## config.mk

```make
export PLATFORM = sky130hd
export DESIGN_NAME = length_prefixed_record_deframer_flat
export DESIGN_NICKNAME = d
export VERILOG_FILES = /design/src/rtl/core/lprd_pkg.sv /design/src/rtl/core/lprd_if.sv /design/src/rtl/core/lprd_crc8.sv /design/src/rtl/core/lprd_parse.sv /design/src/rtl/core/length_prefixed_record_deframer.sv /design/src/flat_wrapper.sv
export SDC_FILE = /design/constraint.sdc
export NUM_CORES = 1
export LEC_CHECK = 0
export ABC_AREA = 1
export BUFFER_PORTS_ARGS = -buffer_cell sky130_fd_sc_hd__buf_2
export CORE_ASPECT_RATIO = 0.75
export CORE_MARGIN = 5
export CORE_UTILIZATION = 40
export DETAILED_ROUTE_END_ITERATION = 6
export HOLD_SLACK_MARGIN = 0.06
export SETUP_SLACK_MARGIN = 0.02
export SLEW_MARGIN = 20
export SYNTH_ARGS = -nofsm -noshare
export SYNTH_HDL_FRONTEND = slang
export SYNTH_SLANG_ARGS = --single-unit
```

## constraint.sdc

```tcl
create_clock -name clk -period 16.4 [get_ports clk]
set_clock_uncertainty 0.1 [all_clocks]
set_input_delay 3.28 -clock clk [delete_from_list [all_inputs] [get_ports clk]]
set_output_delay 3.28 -clock clk [all_outputs]
set_load 0.02 [all_outputs]
```

## src/rtl/core/lprd_pkg.sv

```systemverilog
// shared constants, result type and codes for the length-prefixed record deframer
package lprd_pkg;

    // reflected form of the crc32c polynomial 0x1EDC6F41
    localparam logic [31:0] CRC_POLY_REFL = 32'h82F6_3B78;
    localparam logic [31:0] CRC_ONES      = 32'hFFFF_FFFF;

    // length word counts the checksum word as well as the payload
    localparam logic [31:0] LEN_OVERHEAD  = 32'd4;

    localparam int unsigned HDR_CNT_W     = 3;
    localparam logic [HDR_CNT_W-1:0] HDR_LAST_POS = 3'd7;

    localparam logic [1:0] ST_OK        = 2'd0;
    localparam logic [1:0] ST_SHORT_LEN = 2'd1;
    localparam logic [1:0] ST_TRUNCATED = 2'd2;

    typedef struct packed {
        logic [7:0]  payload_byte;
        logic        byte_valid;
        logic [31:0] payload_length;
        logic [31:0] carried_checksum;
        logic [31:0] computed_checksum;
        logic        checksum_match;
        logic        record_last;
        logic [1:0]  status;
    } res_t;

endpackage

```

## src/rtl/core/lprd_if.sv

```systemverilog
// stream channel interfaces for the deframer input bytes and result beats
interface lprd_in_if;
    logic       valid;
    logic       ready;
    logic [7:0] in_byte;
    logic       buffer_end;

    modport source (output valid, output in_byte, output buffer_end, input ready);
    modport sink   (input valid, input in_byte, input buffer_end, output ready);
endinterface

interface lprd_out_if;
    logic        valid;
    logic        ready;
    logic [7:0]  payload_byte;
    logic        byte_valid;
    logic [31:0] payload_length;
    logic [31:0] carried_checksum;
    logic [31:0] computed_checksum;
    logic        checksum_match;
    logic        record_last;
    logic [1:0]  status;

    modport source (
        output valid, output payload_byte, output byte_valid, output payload_length,
        output carried_checksum, output computed_checksum, output checksum_match,
        output record_last, output status, input ready
    );
    modport sink (
        input valid, input payload_byte, input byte_valid, input payload_length,
        input carried_checksum, input computed_checksum, input checksum_match,
        input record_last, input status, output ready
    );
endinterface

```

## src/rtl/core/lprd_crc8.sv

```systemverilog
// one-byte update of a reflected crc32c register
module lprd_crc8 (
    input  logic [31:0] crc,
    input  logic [7:0]  data,
    output logic [31:0] crc_out
);

    always_comb
    begin
        logic [31:0] c;
        c = crc ^ {24'd0, data};
        for (int i = 0; i < 8; i++)
        begin
            c = (c >> 1) ^ (c[0] ? lprd_pkg::CRC_POLY_REFL : 32'd0);
        end
        crc_out = c;
    end

endmodule

```

## src/rtl/core/lprd_parse.sv

```systemverilog
// header assembly, payload counting and crc state, forms at most one result per byte
module lprd_parse (
    input  logic             clk,
    input  logic             rst_n,
    input  logic             advance,
    input  logic [7:0]       data,
    input  logic             buf_end,
    output logic             has_result,
    output lprd_pkg::res_t   res
);

    logic                               in_payload_reg;
    logic [lprd_pkg::HDR_CNT_W-1:0]     header_count_reg;
    logic [31:0]                        length_word_reg;
    logic [31:0]                        checksum_word_reg;
    logic [31:0]                        bytes_left_reg;
    logic [31:0]                        crc_reg;

    logic                               in_payload_next;
    logic [lprd_pkg::HDR_CNT_W-1:0]     header_count_next;
    logic [31:0]                        length_word_next;
    logic [31:0]                        checksum_word_next;
    logic [31:0]                        bytes_left_next;
    logic [31:0]                        crc_next;

    logic [31:0] crc_upd;
    logic [31:0] comp;
    logic [31:0] plen;
    logic [31:0] hdr_plen;
    logic [31:0] left_dec;

    lprd_crc8 u_crc (
        .crc     (crc_reg),
        .data    (data),
        .crc_out (crc_upd)
    );

    assign comp     = crc_upd ^ lprd_pkg::CRC_ONES;
    assign plen     = length_word_reg - lprd_pkg::LEN_OVERHEAD;
    assign hdr_plen = length_word_next - lprd_pkg::LEN_OVERHEAD;
    assign left_dec = bytes_left_reg - 32'd1;

    always_comb
    begin
        in_payload_next    = in_payload_reg;
        header_count_next  = header_count_reg;
        length_word_next   = length_word_reg;
        checksum_word_next = checksum_word_reg;
        bytes_left_next    = bytes_left_reg;
        crc_next           = crc_reg;
        has_result         = 1'b0;
        res                = '0;

        if (!in_payload_reg)
        begin
            // little-endian byte insert into length or checksum word
            if (!header_count_reg[2])
            begin
                length_word_next[{header_count_reg[1:0], 3'b000} +: 8] = data;
            end
            else
            begin
                checksum_word_next[{header_count_reg[1:0], 3'b000} +: 8] = data;
            end

            if (header_count_reg != lprd_pkg::HDR_LAST_POS)
            begin
                header_count_next = header_count_reg + 1'b1;
                if (buf_end)
                begin
                    has_result      = 1'b1;
                    res.record_last = 1'b1;
                    res.status      = lprd_pkg::ST_TRUNCATED;
                end
            end
            else
            begin
                header_count_next = '0;
                if (length_word_next < lprd_pkg::LEN_OVERHEAD)
                begin
                    has_result           = 1'b1;
                    res.carried_checksum = checksum_word_next;
                    res.record_last      = 1'b1;
                    res.status           = lprd_pkg::ST_SHORT_LEN;
                end
                else if (length_word_next == lprd_pkg::LEN_OVERHEAD)
                begin
                    // empty payload: crc of nothing is zero
                    has_result           = 1'b1;
                    res.carried_checksum = checksum_word_next;
                    res.checksum_match   = (checksum_word_next == 32'd0);
                    res.record_last      = 1'b1;
                    res.status           = lprd_pkg::ST_OK;
                end
                else if (buf_end)
                begin
                    has_result           = 1'b1;
                    res.payload_length   = hdr_plen;
                    res.carried_checksum = checksum_word_next;
                    res.record_last      = 1'b1;
                    res.status           = lprd_pkg::ST_TRUNCATED;
                end
                else
                begin
                    in_payload_next = 1'b1;
                    bytes_left_next = hdr_plen;
                    crc_next        = lprd_pkg::CRC_ONES;
                end
            end
        end
        else
        begin
            crc_next              = crc_upd;
            bytes_left_next       = left_dec;
            has_result            = 1'b1;
            res.payload_byte      = data;
            res.byte_valid        = 1'b1;
            res.payload_length    = plen;
            res.carried_checksum  = checksum_word_reg;
            res.computed_checksum = comp;
            if (left_dec == 32'd0)
            begin
                res.checksum_match = (comp == checksum_word_reg);
                res.record_last    = 1'b1;
                res.status         = lprd_pkg::ST_OK;
                in_payload_next    = 1'b0;
                header_count_next  = '0;
            end
            else if (buf_end)
            begin
                res.record_last = 1'b1;
                res.status      = lprd_pkg::ST_TRUNCATED;
            end
        end
    end

    always_ff @(posedge clk or negedge rst_n)
    begin
        if (!rst_n)
        begin
            in_payload_reg    <= 1'b0;
            header_count_reg  <= '0;
            length_word_reg   <= '0;
            checksum_word_reg <= '0;
            bytes_left_reg    <= '0;
            crc_reg           <= lprd_pkg::CRC_ONES;
        end
        else if (advance)
        begin
            if (buf_end)
            begin
                // end of buffer always returns to a fresh start
                in_payload_reg    <= 1'b0;
                header_count_reg  <= '0;
                length_word_reg   <= '0;
                checksum_word_reg <= '0;
                bytes_left_reg    <= '0;
                crc_reg           <= lprd_pkg::CRC_ONES;
            end
            else
            begin
                in_payload_reg    <= in_payload_next;
                header_count_reg  <= header_count_next;
                length_word_reg   <= length_word_next;
                checksum_word_reg <= checksum_word_next;
                bytes_left_reg    <= bytes_left_next;
                crc_reg           <= crc_next;
            end
        end
    end

endmodule

```

## src/rtl/core/length_prefixed_record_deframer.sv

```systemverilog
// top level of the length-prefixed record deframer with crc32c check
//
//  channel  dir  payload                                     meaning
//  rx       in   in_byte, buffer_end                         one buffer byte per beat
//  tx       out  payload_byte, byte_valid, payload_length,   zero or one result beat
//                carried_checksum, computed_checksum,        per input byte
//                checksum_match, record_last, status
//
// one byte per cycle unless a held result stalls the input; a byte passes through the input
// register, then parse and crc update into the result register
// header bytes give no beat except on errors; the 8th header byte may give a marker beat
// rst_n clears the parse state, the crc register to all ones, and both valid flags
// a held result stalls the input register only when the byte there would make a beat
module length_prefixed_record_deframer (
    input  logic           clk,
    input  logic           rst_n,
    lprd_in_if.sink        rx,
    lprd_out_if.source     tx
);

    logic           s1_valid_reg;
    logic [7:0]     s1_byte_reg;
    logic           s1_end_reg;
    logic           out_valid_reg;
    lprd_pkg::res_t res_reg;

    logic           has_result;
    lprd_pkg::res_t res_next;
    logic           s1_fire;
    logic           out_load;

    lprd_parse u_parse (
        .clk        (clk),
        .rst_n      (rst_n),
        .advance    (s1_fire),
        .data       (s1_byte_reg),
        .buf_end    (s1_end_reg),
        .has_result (has_result),
        .res        (res_next)
    );

    // bytes that make no beat drain even while the result register is full
    assign s1_fire  = s1_valid_reg && (!has_result || !out_valid_reg || tx.ready);
    assign out_load = s1_fire && has_result;
    assign rx.ready = !s1_valid_reg || s1_fire;

    always_ff @(posedge clk or negedge rst_n)
    begin
        if (!rst_n)
        begin
            s1_valid_reg  <= 1'b0;
            out_valid_reg <= 1'b0;
        end
        else
        begin
            if (rx.ready)
            begin
                s1_valid_reg <= rx.valid;
            end
            if (out_load)
            begin
                out_valid_reg <= 1'b1;
            end
            else if (tx.ready)
            begin
                out_valid_reg <= 1'b0;
            end
        end
    end

    always_ff @(posedge clk)
    begin
        if (rx.ready && rx.valid)
        begin
            s1_byte_reg <= rx.in_byte;
            s1_end_reg  <= rx.buffer_end;
        end
        if (out_load)
        begin
            res_reg <= res_next;
        end
    end

    assign tx.valid             = out_valid_reg;
    assign tx.payload_byte      = res_reg.payload_byte;
    assign tx.byte_valid        = res_reg.byte_valid;
    assign tx.payload_length    = res_reg.payload_length;
    assign tx.carried_checksum  = res_reg.carried_checksum;
    assign tx.computed_checksum = res_reg.computed_checksum;
    assign tx.checksum_match    = res_reg.checksum_match;
    assign tx.record_last       = res_reg.record_last;
    assign tx.status            = res_reg.status;

endmodule

```

## src/flat_wrapper.sv

```systemverilog
// flat-port wrapper written by rule: the top's interface ports become plain ports
module length_prefixed_record_deframer_flat 
  (clk, rst_n, rx_valid, rx_in_byte, rx_buffer_end, rx_ready, tx_valid, tx_payload_byte, tx_byte_valid, tx_payload_length, tx_carried_checksum, tx_computed_checksum, tx_checksum_match, tx_record_last, tx_status, tx_ready);
  lprd_in_if rx_i ();
  lprd_out_if tx_i ();
  input  logic clk;
  input  logic rst_n;
  input wire logic [$bits(rx_i.valid)-1:0] rx_valid;
  input wire logic [$bits(rx_i.in_byte)-1:0] rx_in_byte;
  input wire logic [$bits(rx_i.buffer_end)-1:0] rx_buffer_end;
  output wire logic [$bits(rx_i.ready)-1:0] rx_ready;
  output wire logic [$bits(tx_i.valid)-1:0] tx_valid;
  output wire logic [$bits(tx_i.payload_byte)-1:0] tx_payload_byte;
  output wire logic [$bits(tx_i.byte_valid)-1:0] tx_byte_valid;
  output wire logic [$bits(tx_i.payload_length)-1:0] tx_payload_length;
  output wire logic [$bits(tx_i.carried_checksum)-1:0] tx_carried_checksum;
  output wire logic [$bits(tx_i.computed_checksum)-1:0] tx_computed_checksum;
  output wire logic [$bits(tx_i.checksum_match)-1:0] tx_checksum_match;
  output wire logic [$bits(tx_i.record_last)-1:0] tx_record_last;
  output wire logic [$bits(tx_i.status)-1:0] tx_status;
  input wire logic [$bits(tx_i.ready)-1:0] tx_ready;
  assign rx_i.valid = rx_valid;
  assign rx_i.in_byte = rx_in_byte;
  assign rx_i.buffer_end = rx_buffer_end;
  assign rx_ready = rx_i.ready;
  assign tx_valid = tx_i.valid;
  assign tx_payload_byte = tx_i.payload_byte;
  assign tx_byte_valid = tx_i.byte_valid;
  assign tx_payload_length = tx_i.payload_length;
  assign tx_carried_checksum = tx_i.carried_checksum;
  assign tx_computed_checksum = tx_i.computed_checksum;
  assign tx_checksum_match = tx_i.checksum_match;
  assign tx_record_last = tx_i.record_last;
  assign tx_status = tx_i.status;
  assign tx_i.ready = tx_ready;
  length_prefixed_record_deframer u_core (.clk(clk), .rst_n(rst_n), .rx(rx_i), .tx(tx_i));
endmodule
```

After elaboration in Yosys (flattened, before gate mapping)
Cells that the tools add are included.

Multipliers: 0. Div/mod/pow operators: 0. Add/sub/neg operators: 5. Shift operators: 2. Reductions and logical operators: 15. Equal/unequal tests: 8. Muxes and demuxes: 63. Bitwise operators: 10. Order comparisons: 1.

Operators with widths (number): 32-bit 2-to-1 mux (30); 31-bit by 32-bit bitwise XOR with 32-bit output (8); 64-bit 2-to-1 mux (3); 32-bit bitwise mux (2); 32-bit logical NOT (2); 32-bit by 3-bit subtractor with 32-bit output (second input constant) (2); 32-bit by 3-bit equality test with 1-bit output (second input constant) (1); 32-bit equality test (1); 32-bit by 3-bit < comparator with 1-bit output (second input constant) (1); 32-bit NOT (1); 8-bit by 7-bit variable shift with 32-bit output (first input constant) (1); 8-bit by 7-bit variable part select with 32-bit output (1); 32-bit by 1-bit subtractor with 32-bit output (second input constant) (1); 32-bit by 8-bit bitwise XOR with 32-bit output (1); 3-bit 2-to-1 mux (9); 1-bit 2-to-1 mux (18); 3-bit by 2-bit inequality test with 1-bit output (second input constant) (3); 5-bit negator with 7-bit output (1); 4-bit 2-to-1 mux (1); 2-bit AND reduction (2); 4-bit AND reduction (1); 3-bit by 1-bit adder with 3-bit output (second input constant) (1); 1-bit logical AND (3); 1-bit logical NOT (3); other kinds (5) (7).

Bits in registers: 252. Memories kept: 0. Logic and storage cells: 122. Memory bits (read-only): 0. Memory bits (writable): 0. Output and inout port bits: 111. Bits in latches: 0. Input port bits: 13.

Longest topological paths before layout
Depth after elaboration: 21. Mapped depth: 25. Depth with buffers taken out: 23.

By module
Synthesis repeated with hierarchy kept, for this count alone.

Cell total of the unflattened synthesis: 2323. Area total of the unflattened synthesis: 16841.2 um2.

By module, submodules not included: lprd_parse (cells each 1867, sequential area each 3343.2 um2, instances 1, area each 11398.4 um2); length_prefixed_record_deframer (cells each 132, sequential area each 3593.4 um2, instances 1, area each 3651.0 um2); lprd_crc8 (cells each 324, sequential area each 0.0 um2, instances 1, area each 1791.7 um2).

Worst setup path after synthesis
No wires, ideal clock.

Kind: input to output. From: in tx_ready. To: out rx_ready. Required time: 13020 ps. Path slack: 9123 ps. Stages: 2. Arrival: 3897 ps. Buffers on the path: 0. Cell sequence: nor2_1 -> nand3_1.

Cells in the longest elaborated chain, start to end: 3.

Ends and longest elaborated chain: start: declaration (line flat_wrapper.sv:21) `input wire logic [$bits(tx_i.ready)-1:0] tx_ready;`; 1-bit logical OR (line length_prefixed_record_deframer.sv:43) `assign s1_fire = s1_valid_reg && (!has_result || !out_valid_reg || tx.ready);`; 1-bit logical AND (line length_prefixed_record_deframer.sv:43); 1-bit logical OR (line length_prefixed_record_deframer.sv:45) `assign rx.ready = !s1_valid_reg || s1_fire;`; end: declaration (line flat_wrapper.sv:11) `output wire logic [$bits(rx_i.ready)-1:0] rx_ready;`.

No other way between the ends.

Worst setup path after layout
From: reg u_core.u_parse.header_count_reg[0] (netlist bit). To: out rx_ready.

Cells in the longest elaborated chain, start to end: 15. Elaborated cells on any way between the ends: 18. Those cells by class: add/sub: 1; order compare: 1; eq/ne: 2; shift: 2; mux: 7; reduce/logical: 5.

Ends and longest elaborated chain: start: declaration (line lprd_parse.sv:13) `logic [lprd_pkg::HDR_CNT_W-1:0] header_count_reg;`; start signal: assignment (line lprd_parse.sv:163) `header_count_reg <= header_count_next;`; parallel branches: the longest is 8 deep, another holds 32-bit by 3-bit < comparator with 1-bit output; 1-bit 2-to-1 mux (*) (line lprd_parse.sv:66) `if (header_count_reg != lprd_pkg::HDR_LAST_POS)`; 1-bit 2-to-1 mux (*) (line lprd_parse.sv:54) `if (!in_payload_reg)`; 1-bit logical NOT (*) (line length_prefixed_record_deframer.sv:43); 1-bit logical OR (*) (2 in a row) (line length_prefixed_record_deframer.sv:43); 1-bit logical AND (*) (line length_prefixed_record_deframer.sv:43); 1-bit logical OR (*) (line length_prefixed_record_deframer.sv:45).

Every way passes the cells marked *. The select of a mux whose other input is x is not followed.

==> impl_metrics.toml <==
[placement]
pre_cts_ws_ps = 8890
hpwlAfterDp_um = 49200
io_buffers = 123
dp_cells = 3061
gp_congestion = 0.978
placed_cell_area_mm2 = 0.0180

[sta]
setup_viol = 0
tns_ps = 0
worst_pin_slew_ps = 1120
rsz0062_at_grt = "no"
finalMaxSlewViolations = 0
layout_setup_ws_ps = 8690
hold_viol = 0
fmax_ghz = 0.130
period_minus_slack_ps = 7710
finalCritPeriodShare = 0.470
relSlewSlack = 0.250

[synthesis]
synth-edff-count = 118
ys.flop_type = "edfxtp_1"
ys_seq_area_frac = 0.409
syn_area_per_cell_um2 = 6.94
synthCells = 2445
synth_area_mm2 = 0.0170
async_reset_ff_frac = 0.532
synth_seq_cells = 252
syn_nets = 2469
yosysUniqueCellTypes = 49
yosys_warnings = 0

[power]
pwr-share-comb = 0.487
p_sw_frac = 0.480
p_leak_nw = 9.49
finalPower_mw = 2.89
power.share.clock = 0.227
power.internal_mw = 1.50
p_sw_mw = 1.39
p_per_area_mw_per_mm2 = 153
ir_drop_uv = 86.5
p_seq_frac = 0.286

[drt]
antenna_left = 0
wl_per_cell_um = 20.8
route.detailed.drc = 0
num_vias = 17100
viasPerCell = 5.50
drt-total-wl_um = 64800
firstDrtPassIters = 6
drt-initial-drc-count = 2170

[clocking]
cts_tree = "done"
cts_buffers = 29
clock-root-buffer = "clkbuf_16"
clock_latency_ps = 570
hold_buffers = 0
numClockSinks = 252
clk_pin_slew_ps = 60
htreeDepth = 1
cts_resized = 0
clock_path_buffers = 3
cts_setup_buffers = 0

[outcome]
status = "finished, final reports clean"

[global_route]
grt_usage = 0.271
grt_max_degree = 78
antenna_found_initial = 2
overflow = 0
grt_pass1_wl_um = 97600
grt_pass1_vias = 15400

[die]
dieArea_mm2 = 0.0467
start_util = 0.404
die_h_um = 188
ios = 124
placementRows = 65
die_x_um = 248
core_area_mm2 = 0.0420

[cells_and_area]
fin_cells = 3114
fill_cells = 4363
area_growth_pct = 11.5
design_area_mm2 = 0.0189
diodes = 0
nNetsFinal = 2547
drive_gt1_frac = 0.103

[worst_setup_path]
crit_slowest_cell = "dfrtp_1"
arrival_ps = 4330
max_stage_delay_ps = 810
critPathKind = "reg2out"
path_cells = "inv_2, ha_1, inv_1, nand2_1, nor2_1, nand2_1, o21ai_0, nor2_1, nand2_1, inv_1, nand2_1, nor2_1, nand2_1, nand2_2, nand2_2, nand2_2, nand2_4, nand3_1, buf_2"
crit_required_ps = 13020
cp_common_cell = "nand2_1"
worst-path-max-fanout = 20
critPathLaunchType = "flip-flop"
end_kind = "output port"

[job]
drv_cap = 0

[min_path]
min_path_type = "reg2reg"
## synthesized netlist by cell type (16+ instances only)
| cell type | count | share of area |
|---|---|---|
| a21oi_1 | 27 | 0.0080 |
| buf_2 | 27 | 0.0080 |
| clkbuf_1 | 44 | 0.0097 |
| dfrtp_1 | 102 | 0.15 |
| dfstp_2 | 32 | 0.050 |
| edfxtp_1 | 118 | 0.21 |
| inv_1 | 270 | 0.060 |
| nand2_1 | 826 | 0.18 |
| nand3_1 | 224 | 0.066 |
| nand4_1 | 41 | 0.015 |
| nor2_1 | 247 | 0.055 |
| nor3_1 | 47 | 0.014 |
| o21a_1 | 16 | 0.0071 |
| o21ai_0 | 104 | 0.031 |
| o21ai_1 | 78 | 0.023 |
| o22ai_1 | 50 | 0.018 |
| xor2_1 | 69 | 0.036 |
## metrics by stage
step / hold slack [ps] / utilization
after floorplan: 349 / -
after global placement: 369 / 0.428
after detailed placement: 366 / 0.428
after CTS: 382 / 0.450
after global routing: 402 / 0.450
final: 380 / 0.450
## cell families (layout without fill, tap and decap cells)
logic type	count (synthesis)	in the layout	share of synthesized area
DFF	252	252	0.409
buffers and inverters	368	468	0.0886
and+or+nand+nor	1435	1435	0.353
adders and majority gates	11	11	0.00811
xor gates and xnor gates	81	81	0.0434
AOI/OAI and AO/OA	298	298	0.0984
## final timing paths
| check | from | end | slack [ps] | depth (start not counted) |
|---|---|---|---|---|
| max | u_core.u_parse.header_count_reg[0] | rx_ready | 8690 | 19 |
| min in group asynchronous | rst_n | u_core.u_parse.bytes_left_reg[18] | 2690 | 1 |
| max reg2reg | u_core.u_parse.header_count_reg[0] | u_core.tx.payload_byte[6] | 10360 | 22 |
| min reg2reg | u_core.u_parse.crc_reg[31] | u_core.u_parse.crc_reg[31] | 380 | 2 |
| max in group asynchronous | rst_n | u_core.u_parse.length_word_reg[6] | 12040 | 2 |
| min | u_core.u_parse.crc_reg[31] | u_core.u_parse.crc_reg[31] | 380 | 2 |
## worst max-delay path: cells and delay by family, from the launching register on
family          cells  cell delay (ps)
fa+ha+maj           1              590
flops               1              810
buf+inv             4              630
compound gates      1              100
simple gates       13             1620
## placed cells by master (no fill, tap or decap), types with 4 or more instances in the layout
| master | n |
|---|---|
| nor4_1 | 9 |
| a31o_2 | 5 |
| and3_1 | 4 |
| nor2_2 | 7 |
| or2_2 | 7 |
| edfxtp_1 | 118 |
| o22ai_1 | 50 |
| ha_1 | 11 |
| clkbuf_1 | 6 |
| clkinvlp_4 | 5 |
| o21a_1 | 16 |
| nand4_1 | 41 |
| inv_1 | 267 |
| clkinv_1 | 4 |
| nand2_1 | 826 |
| clkbuf_16 | 30 |
| buf_2 | 122 |
| a21oi_1 | 27 |
| nor3_1 | 47 |
| o21ai_1 | 77 |
| o21ai_0 | 104 |
| nor2_1 | 245 |
| buf_4 | 12 |
| dfstp_2 | 32 |
| xnor2_1 | 10 |
| inv_2 | 9 |
| nand2_2 | 9 |
| nand3_1 | 224 |
| dfrtp_1 | 101 |
| a22oi_1 | 6 |
| xor2_1 | 69 |
## power groups by stage
stage | sequential (mW) | combinational (mW) | clock [mW]
after detailed placement | 0.833 | 1.35 | 0
after global routing | 0.836 | 1.55 | 0.697
final | 0.826 | 1.41 | 0.657
after floorplan | 0.822 | 0.933 | 0
after global placement | 0.833 | 1.34 | 0
after CTS | 0.823 | 1.36 | 0.671
## metal layers
metal | GRT usage | share of wire | vias up | wire [µm]
li1 | - | - | 8107 | -
met1 | 0.453 | 0.50 | 8151 | 32300
met2 | 0.352 | 0.38 | 801 | 24600
met3 | 0.0678 | 0.11 | 65 | 6870
met4 | 0.0363 | 0.015 | 2 | 946
met5 | 0 | 0.00031 | - | 20
## cell type report
type                       count  area, µm²  area share
clock buffer                  39        815      0.0430
clock inverter                14        138     0.00727
inverter                     280       1060      0.0558
multi-input combinational   1825       8560       0.452
sequential                   252       6940       0.367
tap                          569        712      0.0376
timing repair buffer         135        712      0.0376
Note: power is estimated with default switching activity, not from simulation.
